### src/sv/small_key_value_table_macros.svh
// Assertion macros for the small key/value table RTL.
`ifndef SMALL_KEY_VALUE_TABLE_MACROS_SVH
`define SMALL_KEY_VALUE_TABLE_MACROS_SVH

`ifndef SYNTHESIS

// Consequent must hold in the same cycle as the antecedent.
`define SKVT_ASSERT_SAME(label, clk, rst_n, ante, cons) \
    label: assert property (@(posedge clk) disable iff (!rst_n) (ante) |-> (cons)) \
        else $error("skvt assertion failed");

// Consequent must hold in the cycle after the antecedent.
`define SKVT_ASSERT_NEXT(label, clk, rst_n, ante, cons) \
    label: assert property (@(posedge clk) disable iff (!rst_n) (ante) |=> (cons)) \
        else $error("skvt assertion failed");

`else

`define SKVT_ASSERT_SAME(label, clk, rst_n, ante, cons)
`define SKVT_ASSERT_NEXT(label, clk, rst_n, ante, cons)

`endif

`endif

### src/sv/skvt_pkg.sv
// Types, constants and helpers shared by the small key/value table modules.
package skvt_pkg;

    localparam int TABLE_ENTRIES = 4;
    localparam int KEY_CHARS     = 4;

    localparam int IDX_W   = (TABLE_ENTRIES > 1) ? $clog2(TABLE_ENTRIES) : 1;
    localparam int OP_W    = 2;
    localparam int KEY_W   = 32;
    localparam int LEN_W   = 3;
    localparam int VAL_W   = 32;
    localparam int STS_W   = 2;
    localparam int ENTRY_W = KEY_W + LEN_W + VAL_W;

    // Stream payload widths, padded to whole bytes
    localparam int S_FIELDS_W = OP_W + KEY_W + LEN_W + VAL_W;
    localparam int S_TDATA_W  = ((S_FIELDS_W + 7) / 8) * 8;
    localparam int M_FIELDS_W = STS_W + VAL_W;
    localparam int M_TDATA_W  = ((M_FIELDS_W + 7) / 8) * 8;

    localparam logic [IDX_W-1:0] IDX_LAST = IDX_W'(TABLE_ENTRIES - 1);

    typedef enum logic [OP_W-1:0] {
        OP_LOOKUP = 2'd0,
        OP_ADD    = 2'd1,
        OP_REMOVE = 2'd2,
        OP_NOP    = 2'd3
    } t_op;

    typedef enum logic [STS_W-1:0] {
        ST_OK         = 2'd0,
        ST_NOT_FOUND  = 2'd1,
        ST_BAD_LENGTH = 2'd2,
        ST_FULL       = 2'd3
    } t_status;

    // Controller -> datapath
    typedef struct packed {
        logic    load;        // capture request
        logic    idx_step;    // advance add scan index
        logic    scan;        // issue next lookup/remove read
        logic    add_write;   // write entry at index, set valid
        logic    rm_clear;    // clear valid of matched entry
        logic    res_set;     // capture result
        logic    res_take;    // result carries matched value
        t_status res_status;
        logic    out_load;    // move result to output register
    } t_dp_cmd;

    // Datapath -> controller
    typedef struct packed {
        t_op  op;
        logic len_bad;
        logic free_hit;   // entry at index is free
        logic idx_last;   // index at last entry
        logic rd_hit;     // read entry matches
        logic rd_last;    // read entry was the last one
        logic out_free;   // output register can take a result
    } t_dp_sts;

    // Zero the key bytes at and above the key length
    function automatic logic [KEY_W-1:0] mask_key(input logic [KEY_W-1:0] bytes,
                                                  input logic [LEN_W-1:0] len);
        logic [KEY_W-1:0] m;
        m = '0;
        for (int b = 0; b < KEY_W / 8; b++) begin
            if (b < int'(len)) begin
                m[b*8 +: 8] = bytes[b*8 +: 8];
            end
        end
        return m;
    endfunction

endpackage

### src/sv/skvt_ram.sv
// Generic single-port RAM with registered read.
module skvt_ram #(
    parameter int WIDTH = 8,
    parameter int DEPTH = 4
) (
    input  logic                                        i_clk,
    input  logic                                        i_we,
    input  logic [((DEPTH > 1) ? $clog2(DEPTH) : 1)-1:0] i_addr,
    input  logic [WIDTH-1:0]                            i_wdata,
    output logic [WIDTH-1:0]                            o_rdata
);

    logic [WIDTH-1:0] r_mem [DEPTH];
    logic [WIDTH-1:0] r_rdata;

    always_ff @(posedge i_clk) begin
        if (i_we) begin
            r_mem[i_addr] <= i_wdata;
        end
        r_rdata <= r_mem[i_addr];
    end

    assign o_rdata = r_rdata;

endmodule

### src/sv/skvt_ctrl.sv
// Control state machine: sequences decode, add scan, lookup/remove scan and result.
module skvt_ctrl (
    input  logic              i_clk,
    input  logic              i_rst_n,
    input  logic              i_in_valid,
    output logic              o_in_ready,
    input  skvt_pkg::t_dp_sts i_sts,
    output skvt_pkg::t_dp_cmd o_cmd
);

    typedef enum logic [2:0] {
        S_IDLE,
        S_DECODE,
        S_ADD,
        S_SRCH,
        S_DONE
    } t_state;

    t_state            r_state;
    t_state            n_state;
    skvt_pkg::t_dp_cmd cmd;

    always_comb begin
        n_state = r_state;
        cmd     = '0;
        case (r_state)
            S_IDLE: begin
                if (i_in_valid) begin
                    cmd.load = 1'b1;
                    n_state  = S_DECODE;
                end
            end
            S_DECODE: begin
                if (i_sts.op == skvt_pkg::OP_NOP) begin
                    cmd.res_set    = 1'b1;
                    cmd.res_status = skvt_pkg::ST_NOT_FOUND;
                    n_state        = S_DONE;
                end else if (i_sts.len_bad) begin
                    cmd.res_set    = 1'b1;
                    cmd.res_status = skvt_pkg::ST_BAD_LENGTH;
                    n_state        = S_DONE;
                end else if (i_sts.op == skvt_pkg::OP_ADD) begin
                    n_state = S_ADD;
                end else begin
                    n_state = S_SRCH;
                end
            end
            S_ADD: begin
                if (i_sts.free_hit) begin
                    cmd.add_write  = 1'b1;
                    cmd.res_set    = 1'b1;
                    cmd.res_status = skvt_pkg::ST_OK;
                    n_state        = S_DONE;
                end else if (i_sts.idx_last) begin
                    cmd.res_set    = 1'b1;
                    cmd.res_status = skvt_pkg::ST_FULL;
                    n_state        = S_DONE;
                end else begin
                    cmd.idx_step = 1'b1;
                end
            end
            S_SRCH: begin
                cmd.scan = 1'b1;
                if (i_sts.rd_hit) begin
                    cmd.res_set    = 1'b1;
                    cmd.res_status = skvt_pkg::ST_OK;
                    cmd.res_take   = (i_sts.op == skvt_pkg::OP_LOOKUP);
                    cmd.rm_clear   = (i_sts.op == skvt_pkg::OP_REMOVE);
                    n_state        = S_DONE;
                end else if (i_sts.rd_last) begin
                    cmd.res_set    = 1'b1;
                    cmd.res_status = skvt_pkg::ST_NOT_FOUND;
                    n_state        = S_DONE;
                end
            end
            S_DONE: begin
                if (i_sts.out_free) begin
                    cmd.out_load = 1'b1;
                    n_state      = S_IDLE;
                end
            end
            default: begin
                n_state = S_IDLE;
            end
        endcase
    end

    always_ff @(posedge i_clk) begin
        if (!i_rst_n) begin
            r_state <= S_IDLE;
        end else begin
            r_state <= n_state;
        end
    end

    assign o_in_ready = (r_state == S_IDLE);
    assign o_cmd      = cmd;

endmodule

### src/sv/skvt_dp.sv
// Datapath: request registers, entry RAM, valid bits, scan index, result and output registers.
`include "small_key_value_table_macros.svh"

module skvt_dp (
    input  logic                               i_clk,
    input  logic                               i_rst_n,
    input  skvt_pkg::t_dp_cmd                  i_cmd,
    output skvt_pkg::t_dp_sts                  o_sts,
    input  logic [skvt_pkg::OP_W-1:0]          i_opcode,
    input  logic [skvt_pkg::KEY_W-1:0]         i_key_bytes,
    input  logic [skvt_pkg::LEN_W-1:0]         i_key_length,
    input  logic signed [skvt_pkg::VAL_W-1:0]  i_new_value,
    input  logic                               i_out_ready,
    output logic                               o_out_valid,
    output logic [skvt_pkg::STS_W-1:0]         o_status,
    output logic signed [skvt_pkg::VAL_W-1:0]  o_found_value
);

    // Request
    skvt_pkg::t_op                      r_op;
    logic [skvt_pkg::KEY_W-1:0]         r_key;
    logic [skvt_pkg::LEN_W-1:0]         r_len;
    logic signed [skvt_pkg::VAL_W-1:0]  r_value;

    // Table
    logic [skvt_pkg::TABLE_ENTRIES-1:0] r_valid;
    logic [skvt_pkg::IDX_W-1:0]         r_idx;
    logic                               r_idx_end;
    logic                               r_rd_act;
    logic [skvt_pkg::IDX_W-1:0]         r_rd_idx;
    logic [skvt_pkg::ENTRY_W-1:0]       rd_data;
    logic [skvt_pkg::KEY_W-1:0]         rd_key;
    logic [skvt_pkg::LEN_W-1:0]         rd_len;
    logic signed [skvt_pkg::VAL_W-1:0]  rd_value;

    // Result and output
    skvt_pkg::t_status                  r_res_status;
    logic signed [skvt_pkg::VAL_W-1:0]  r_res_value;
    logic                               r_out_valid;
    logic [skvt_pkg::STS_W-1:0]         r_out_status;
    logic signed [skvt_pkg::VAL_W-1:0]  r_out_value;

    // Entry layout: {value, length, key}
    skvt_ram #(
        .WIDTH (skvt_pkg::ENTRY_W),
        .DEPTH (skvt_pkg::TABLE_ENTRIES)
    ) u_ram (
        .i_clk   (i_clk),
        .i_we    (i_cmd.add_write),
        .i_addr  (r_idx),
        .i_wdata ({r_value, r_len, r_key}),
        .o_rdata (rd_data)
    );

    assign rd_key   = rd_data[skvt_pkg::KEY_W-1:0];
    assign rd_len   = rd_data[skvt_pkg::KEY_W +: skvt_pkg::LEN_W];
    assign rd_value = rd_data[skvt_pkg::KEY_W + skvt_pkg::LEN_W +: skvt_pkg::VAL_W];

    always_ff @(posedge i_clk) begin
        if (i_cmd.load) begin
            r_op    <= skvt_pkg::t_op'(i_opcode);
            r_key   <= skvt_pkg::mask_key(i_key_bytes, i_key_length);
            r_len   <= i_key_length;
            r_value <= i_new_value;
        end
        if (i_cmd.res_set) begin
            r_res_status <= i_cmd.res_status;
            r_res_value  <= i_cmd.res_take ? rd_value : '0;
        end
        if (i_cmd.out_load) begin
            r_out_status <= r_res_status;
            r_out_value  <= r_res_value;
        end
        r_rd_idx <= r_idx;
    end

    always_ff @(posedge i_clk) begin
        if (!i_rst_n) begin
            r_valid     <= '0;
            r_idx       <= '0;
            r_idx_end   <= 1'b0;
            r_rd_act    <= 1'b0;
            r_out_valid <= 1'b0;
        end else begin
            if (i_cmd.load) begin
                r_idx     <= '0;
                r_idx_end <= 1'b0;
                r_rd_act  <= 1'b0;
            end else begin
                if (i_cmd.idx_step) begin
                    r_idx <= r_idx + 1'b1;
                end
                // one read issued per cycle, stop after the last entry
                r_rd_act <= i_cmd.scan && !r_idx_end;
                if (i_cmd.scan && !r_idx_end) begin
                    if (r_idx == skvt_pkg::IDX_LAST) begin
                        r_idx_end <= 1'b1;
                    end else begin
                        r_idx <= r_idx + 1'b1;
                    end
                end
            end
            if (i_cmd.add_write) begin
                r_valid[r_idx] <= 1'b1;
            end
            if (i_cmd.rm_clear) begin
                r_valid[r_rd_idx] <= 1'b0;
            end
            if (i_cmd.out_load) begin
                r_out_valid <= 1'b1;
            end else if (i_out_ready) begin
                r_out_valid <= 1'b0;
            end
        end
    end

    always_comb begin
        o_sts          = '0;
        o_sts.op       = r_op;
        o_sts.len_bad  = (r_len == '0) ||
                         ({1'b0, r_len} > (skvt_pkg::LEN_W + 1)'(skvt_pkg::KEY_CHARS));
        o_sts.free_hit = !r_valid[r_idx];
        o_sts.idx_last = (r_idx == skvt_pkg::IDX_LAST);
        o_sts.rd_hit   = r_rd_act && r_valid[r_rd_idx] &&
                         (rd_len == r_len) && (rd_key == r_key);
        o_sts.rd_last  = r_rd_act && (r_rd_idx == skvt_pkg::IDX_LAST);
        o_sts.out_free = !r_out_valid || i_out_ready;
    end

    assign o_out_valid   = r_out_valid;
    assign o_status      = r_out_status;
    assign o_found_value = r_out_value;

    `SKVT_ASSERT_SAME(a_add_free_slot, i_clk, i_rst_n, i_cmd.add_write, !r_valid[r_idx])
    `SKVT_ASSERT_NEXT(a_valid_stable, i_clk, i_rst_n, !i_cmd.add_write && !i_cmd.rm_clear, $stable(r_valid))
    `SKVT_ASSERT_SAME(a_value_only_ok, i_clk, i_rst_n, r_out_valid && (r_out_value != '0), r_out_status == skvt_pkg::ST_OK)

endmodule

### src/sv/small_key_value_table.sv
// Small key/value table: up to TABLE_ENTRIES keys of 1 to KEY_CHARS bytes, each with a signed
// 32-bit value. One transfer in carries an opcode (lookup, add, remove), the key bytes, the key
// length and a value for add; one transfer out carries a status and the found value. Lookup and
// remove act on the lowest-index valid entry whose stored length and key bytes match exactly;
// add fills the lowest free entry and does not check for duplicates. Items are handled one at a
// time. The entry RAM is read once per cycle at the scan index. A bad length or the unused
// opcode is answered from decode; add scans upward from index 0 for a free entry and reports
// full after the last one; lookup and remove read upward until a hit or the last entry.
// The result sits in an output register, so the next request is taken while it waits.
module small_key_value_table (
    input  logic                             i_clk,
    input  logic                             i_rst_n,
    input  logic                             i_s_axis_tvalid,
    output logic                             o_s_axis_tready,
    // opcode[1:0], key_bytes[33:2], key_length[36:34], new_value[68:37], zero pad
    input  logic [skvt_pkg::S_TDATA_W-1:0]   i_s_axis_tdata,
    output logic                             o_m_axis_tvalid,
    input  logic                             i_m_axis_tready,
    // status[1:0], found_value[33:2], zero pad
    output logic [skvt_pkg::M_TDATA_W-1:0]   o_m_axis_tdata
);

    skvt_pkg::t_dp_cmd                  cmd;
    skvt_pkg::t_dp_sts                  sts;
    logic [skvt_pkg::OP_W-1:0]          in_opcode;
    logic [skvt_pkg::KEY_W-1:0]         in_key_bytes;
    logic [skvt_pkg::LEN_W-1:0]         in_key_length;
    logic signed [skvt_pkg::VAL_W-1:0]  in_new_value;
    logic [skvt_pkg::STS_W-1:0]         out_status;
    logic signed [skvt_pkg::VAL_W-1:0]  out_found_value;

    // Unpack the request transfer
    assign in_opcode     = i_s_axis_tdata[skvt_pkg::OP_W-1:0];
    assign in_key_bytes  = i_s_axis_tdata[skvt_pkg::OP_W +: skvt_pkg::KEY_W];
    assign in_key_length = i_s_axis_tdata[skvt_pkg::OP_W + skvt_pkg::KEY_W +: skvt_pkg::LEN_W];
    assign in_new_value  = i_s_axis_tdata[skvt_pkg::OP_W + skvt_pkg::KEY_W + skvt_pkg::LEN_W
                                         +: skvt_pkg::VAL_W];

    skvt_ctrl u_ctrl (
        .i_clk      (i_clk),
        .i_rst_n    (i_rst_n),
        .i_in_valid (i_s_axis_tvalid),
        .o_in_ready (o_s_axis_tready),
        .i_sts      (sts),
        .o_cmd      (cmd)
    );

    skvt_dp u_dp (
        .i_clk         (i_clk),
        .i_rst_n       (i_rst_n),
        .i_cmd         (cmd),
        .o_sts         (sts),
        .i_opcode      (in_opcode),
        .i_key_bytes   (in_key_bytes),
        .i_key_length  (in_key_length),
        .i_new_value   (in_new_value),
        .i_out_ready   (i_m_axis_tready),
        .o_out_valid   (o_m_axis_tvalid),
        .o_status      (out_status),
        .o_found_value (out_found_value)
    );

    // Pack the result transfer, zero fill to the byte boundary
    assign o_m_axis_tdata = skvt_pkg::M_TDATA_W'({out_found_value, out_status});

endmodule

### config.mk
export PLATFORM = sky130hd
export DESIGN_NAME = small_key_value_table
export DESIGN_NICKNAME = d
export VERILOG_FILES = /design/src/sv/skvt_pkg.sv /design/src/sv/skvt_ram.sv /design/src/sv/skvt_ctrl.sv /design/src/sv/skvt_dp.sv /design/src/sv/small_key_value_table.sv
export VERILOG_INCLUDE_DIRS = /design/src /design/src/sv
export SDC_FILE = /design/constraint.sdc
export NUM_CORES = 1
export LEC_CHECK = 0
export ABC_AREA = 1
export BUFFER_PORTS_ARGS = -buffer_cell sky130_fd_sc_hd__clkbuf_2
export CAP_MARGIN = 15
export CORE_MARGIN = 1
export CORE_UTILIZATION = 54
export DETAILED_ROUTE_END_ITERATION = 10
export GPL_TIMING_DRIVEN = 0
export MAX_ROUTING_LAYER = met4
export PLACE_DENSITY = 0.79
export SETUP_SLACK_MARGIN = 0.4
export SLEW_MARGIN = 20
export SYNTH_ARGS = -nofsm -noshare
export SYNTH_HDL_FRONTEND = slang
export SYNTH_SLANG_ARGS = --single-unit
export TNS_END_PERCENT = 30
### constraint.sdc
create_clock -name i_clk -period 4.27 [get_ports i_clk]
set_input_delay 0.6405 -clock i_clk [delete_from_list [all_inputs] [get_ports i_clk]]
set_output_delay 0.6405 -clock i_clk [all_outputs]
set_load 0.01 [all_outputs]
# Yosys cells after proc, flatten, opt, wreduce, memory -nomap -nowiden
# Memory sizes are Yosys's and may differ from the RTL's. A register that Yosys moved wholly into a read port is not among the register bits.
# Cells that the tools add are included.
classes:
  magnitude_cmp: 9
  n_shift: 0
  n_addsub: 1
  muxes: 56
  mul: 0
  bitwise_logic: 4
  n_eq_ne: 15
  reduce_logical: 18
  div_mod_pow: 0
op_table:
  columns: ["cell", "count"]
  rows:
  - ["$eq A32 B32 Y1", 1]
  - ["$mux W1", 30]
  - ["$mux W3", 8]
  - ["$mux W2", 8]
  - ["$pmux W3 S5", 1]
  - ["$mux W4", 3]
  - ["$eq A2 B2 Y1 const B", 4]
  - ["$logic_and A1 B1 Y1", 7]
  - ["$eq A3 B2 Y1 const B", 2]
  - ["$logic_not A3 Y1", 2]
  - ["$lt A1 B3 Y1 const A", 2]
  - ["$lt A2 B3 Y1 const A", 2]
  - ["$lt A2 B3 Y1 const B", 2]
  - ["$ne A3 B3 Y1 const B", 2]
  - ["$pmux W2 S3", 1]
  - ["$and A4 B4 Y4", 1]
  - ["$bmux W1 S2", 2]
  - ["$demux W1 S2", 2]
  - ["$ge A2 B1 Y1 const B", 2]
  - ["$ne A2 B2 Y1 const B", 2]
  - ["$not A4 Y4", 1]
  - ["$or A4 B4 Y4", 1]
  - ["$reduce_and A4 Y1", 1]
  - ["$eq A3 B1 Y1 const B", 1]
  - ["other kinds (13)", 15]
word_totals:
  latch_bits: 0
  ramBits: 268
  romBits: 0
  word_cells: 122
  register_bits: 151
  output_inout_bits: 42
  inputBits: 76
  memories: 1
mem_list:
  columns: ["name", "depth", "word_bits", "rd", "rd_clocked_by_memory_dff", "wr", "line_no", "rtl"]
  rows:
  - ["u_dp.u_ram.r_mem", 4, 67, 1, 1, 1, "skvt_ram.sv:13", "logic [WIDTH-1:0] r_mem [DEPTH];"]

# Longest topological paths before layout
depth:
  depth_word: 9
  mapped_depth: 12
  mapped_depth_nobuf: 12

# Cells and area by module
# A second synthesis with hierarchy kept.
hier_totals:
  hier_cells: 1556
  area_unflattened_um2: 18083.6
modules_own_cells:
  columns: ["module", "cells_each", "area_per_inst_um2", "n_inst"]
  rows:
  - ["skvt_ram", 989, 11901.4, 1]
  - ["skvt_dp", 500, 5804.3, 1]
  - ["skvt_ctrl", 60, 329.1, 1]
  - ["small_key_value_table", 7, 48.8, 1]

# Worst setup path after synthesis
# No wires, ideal clock.
synth_timing:
  path_kind: "register to register"
  startpoint: "register with a tool-made name"
  endpoint: "register u_dp.r_valid[0] (netlist name)"
  n_path_buf: 2
  required_ns: 4.206
  arrival_time_ns: 4.584
  path_stages_with_launch: 10
  synth_period_minus_slack_ns: 4.648
  slack_ns: -0.378
  path_cell_list: "dfxtp_1 inv_1 clkbuf_1 clkbuf_1 ha_1 inv_1 nor2_1 or2_2 inv_1 nor2_1"
synth_lines:
  columns: ["item", "line_no", "rtl"]
  rows:
  - ["end signal, assigned", "skvt_dp.sv:79", "r_valid <= '0;"]
  - ["end signal, assigned by index", "skvt_dp.sv:104", "r_valid[r_idx] <= 1'b1;"]
  - ["end signal, assigned by index", "skvt_dp.sv:107", "r_valid[r_rd_idx] <= 1'b0;"]
  - ["end, declared", "skvt_dp.sv:26", "logic [skvt_pkg::TABLE_ENTRIES-1:0] r_valid;"]

==> impl_metrics.toml <==
[synthesis]
yosysMostFrequentCell = "edfxtp_1"
synth_seq_cells = 486
synth_compound_area_share_pct = 6.765
ys_seq_area_share_pct = 77.31
syn_area_per_cell_um2 = 12.91
async_flop_share_pct = 0
synth_top_family_by_area = "simple AND/OR/NAND/NOR gates"
ys.flop_type = "edfxtp_1"
ys_types = 32
synth_xor_xnor_area_share_pct = 0.3930
synth_top_area_share_pct = 68.21
synth_cells = 1381
synth_adder_area_share_pct = 0.4211
synth_mux_area_share_pct = 0
netlist_top_cells_area = "edfxtp_1 (68%), dfxtp_1 (9.1%), nor2_1 (4.8%), o21ai_0 (4.0%), nand2_1 (3.3%)"
netlist_top_cells_count = "edfxtp_1 (405), nor2_1 (227), nand2_1 (156)"
synth_edf_count = 405
synthSimpleGateAreaFrac_pct = 10.41
yosysTopAreaCell = "edfxtp_1"
synth_area_um2 = 17830
yosys_warnings = 0

[worst_setup_path]
path_class = "register to register"
path_cells = "inv_1 -> clkbuf_1 -> clkbuf_1 -> ha_1 -> inv_1 -> nor2_4 -> buf_12 -> buf_16"
cp-end-kind = "register"
slowest_stage = "clkbuf_1"
cpLargestDelayFamily = "buffers and inverters"
cp-start-kind = "register"
cp_max_fo = 20
arrival_ns = 3.56
reg2reg_slack_ns = 0.97
r2r_end = "u_dp.u_ram.r_mem[0][22]$_DFFE_PP_"
crit_path_max_incr_delay_ns = 0.59
required_ns = 4.53
rr_worst_depth = 8
worst-path-buf-inv = 6

[finish]
utilization_pct = 64.36
diodes = 0
final_cells = 2043
layout.area.seq_um2 = 13780
area_growth_pct = 17.45
drive_above_1_share_pct = 16.11
fillCellCount = 2293
nets = 1645
multi_input_area_um2 = 3279
design_area_um2 = 20940

[hold_path]
min_from = "i_s_axis_tdata[38]"
min_path_cells = 1
hold_class = "primary input to register"
min_to = "u_dp.r_value[1]$_DFFE_PP_"

[placement]
place_congestion = 0.9094
detailed_place_hpwl_mm = 23.65
placed_area_um2 = 19390
numPortBuffers = 107
dp.cells = 1955
place_ws_ns = 0.9972

[clocking]
numCtsBuffers = 48
clockRootBuffer = "clkbuf_16"
cts.repair.resized = 0
cts.sinks = 486
htree_levels = 2
cts.clk_slew.worst_paths_ns = 0.06
postCtsHoldBufs = 0
worst_skew_pair.late_latency_ns = 0.55
cts_tree = "built"
clockBufferDepth = 3
cts_setup_buffers = 0

[routing]
dr.pass1.iters = 7
drcViolationCount = 0
avgRoutedWirePerCell_um = 18.28
drt-initial-drc-count = 1091
routed_wirelength_mm = 37.34
viasPerCell = 5.372
ant_nets = 0
vias = 10980

[sta]
min_period_ns = 3.301
period_share_pct = 77.32
setup_viol = 0
hold_viol = 0
rsz0062_at_grt = "no"
fin_tns_setup_ns = 0
slew_headroom_pct = 53.82
hold_ws_ns = 0.2631
maxSlewViolCount = 0
clock_skew_ns = 0.01570
worst_slew_pin_slew_ns = 0.6890
setup_slack_ns = 0.9685
fmax_mhz = 302.9

[global_routing]
antenna_found_initial = 0
grt_max_degree = 31
grt_pass1_vias = 10920
grt_overflow_total = 0
grt_pass1_wl_mm = 57.24
grtUsageTotal_pct = 23.14

[power_and_ir_drop]
p_per_area_nw_per_um2 = 597.5
p_total_mw = 12.51
ir_worst_vdd_v = 0.0003932
p_leak_nw = 8.125

[floorplanning]
die_y_um = 183.7
core_um2 = 32540
rows = 66
initial_utilization_pct = 54.80
die_w_um = 183.7
die-area_um2 = 33750
io_pins = 118

[job]
maxCapViolations = 0

[status]
status = "complete, no violations"
==> state kept, by name, indices dropped and copies added (netlist names), 2 cells and up, named ones only <==
| signal | cells |
|---|---|
| u_ctrl.r_state | 3 |
| u_dp.o_found_value | 32 |
| u_dp.o_status | 2 |
| u_dp.r_key | 32 |
| u_dp.r_len | 3 |
| u_dp.r_op | 2 |
| u_dp.r_rd_idx | 2 |
| u_dp.r_res_status | 2 |
| u_dp.r_res_value | 32 |
| u_dp.r_valid | 4 |
| u_dp.r_value | 32 |
| u_dp.u_ram.o_rdata | 67 |
| u_dp.u_ram.r_mem | 268 |
==> routing by layer <==
| metal | up-vias | GRT usage, % | wire length, um |
|---|---|---|---|
| li1 | 5099 | - | - |
| met1 | 5274 | 27.77 | 14460 |
| met2 | 506 | 39.71 | 19160 |
| met3 | 96 | 3.566 | 2620 |
| met4 | 0 | 8.400 | 1104 |
| met5 | - | - | 0 |
==> cell type report <==
class	instances	area share, %
buffer	55	1.231
clock buffer	65	6.525
clock inverter	23	0.8425
inverter	154	2.761
multi-input combinational	691	15.66
sequential	486	65.82
tap	442	2.641
timing repair buffer	127	4.517
==> logic make-up after synthesis <==
| group | Yosys count |
|---|---|
| xor+xnor | 8 |
| simple gates | 449 |
| buf+inv | 209 |
| compound gates | 222 |
| flops | 486 |
| fa+ha+maj | 6 |
| other cells | 1 |
==> power breakdown <==
group / switching, mW / internal, mW / leakage [nW]
Clock: 1.69 / 2.37 / 0.762
Sequential: 0.434 / 6.23 / 4.40
Combinational: 1.21 / 0.582 / 2.97
Total: 3.33 / 9.18 / 8.12
==> worst max path at each step <==
stage,start,end,slack (ns),cells after the start
after detailed placement,register,u_dp.u_ram.r_mem[0][19]$_DFFE_PP_,1.0,8
after global routing,register,u_dp.u_ram.r_mem[0][22]$_DFFE_PP_,0.87,8
after CTS,register,u_dp.u_ram.r_mem[0][22]$_DFFE_PP_,0.99,8
final,register,u_dp.u_ram.r_mem[0][22]$_DFFE_PP_,0.97,8
after floorplan,register,u_dp.r_valid[0]$_SDFF_PN0_,-0.38,9
after global placement,register,u_dp.r_valid[0]$_SDFF_PN0_,-3.39,9
==> placed cells by master (no fill, tap or decap), types with 5 or more instances in the layout <==
cell type / netlist / routed
a21oi_1: 5 / 5
buf_1: 5 / 5
buf_12: 0 / 8
buf_16: 0 / 8
buf_4: 7 / 11
clkbuf_1: 38 / 46
clkbuf_16: 0 / 49
clkbuf_2: 0 / 107
clkbuf_8: 0 / 8
clkinv_1: 0 / 6
clkinv_2: 0 / 10
conb_1: 1 / 6
dfxtp_1: 81 / 81
edfxtp_1: 405 / 405
ha_1: 6 / 6
inv_1: 153 / 153
nand2_1: 156 / 155
nand3_1: 17 / 17
nand4_1: 6 / 6
nor2_1: 227 / 222
nor2_2: 28 / 28
nor2_4: 3 / 8
o21ai_0: 142 / 142
o22ai_1: 67 / 67
xor2_1: 5 / 5
No activity file was read; power rests on OpenSTA's default activity.
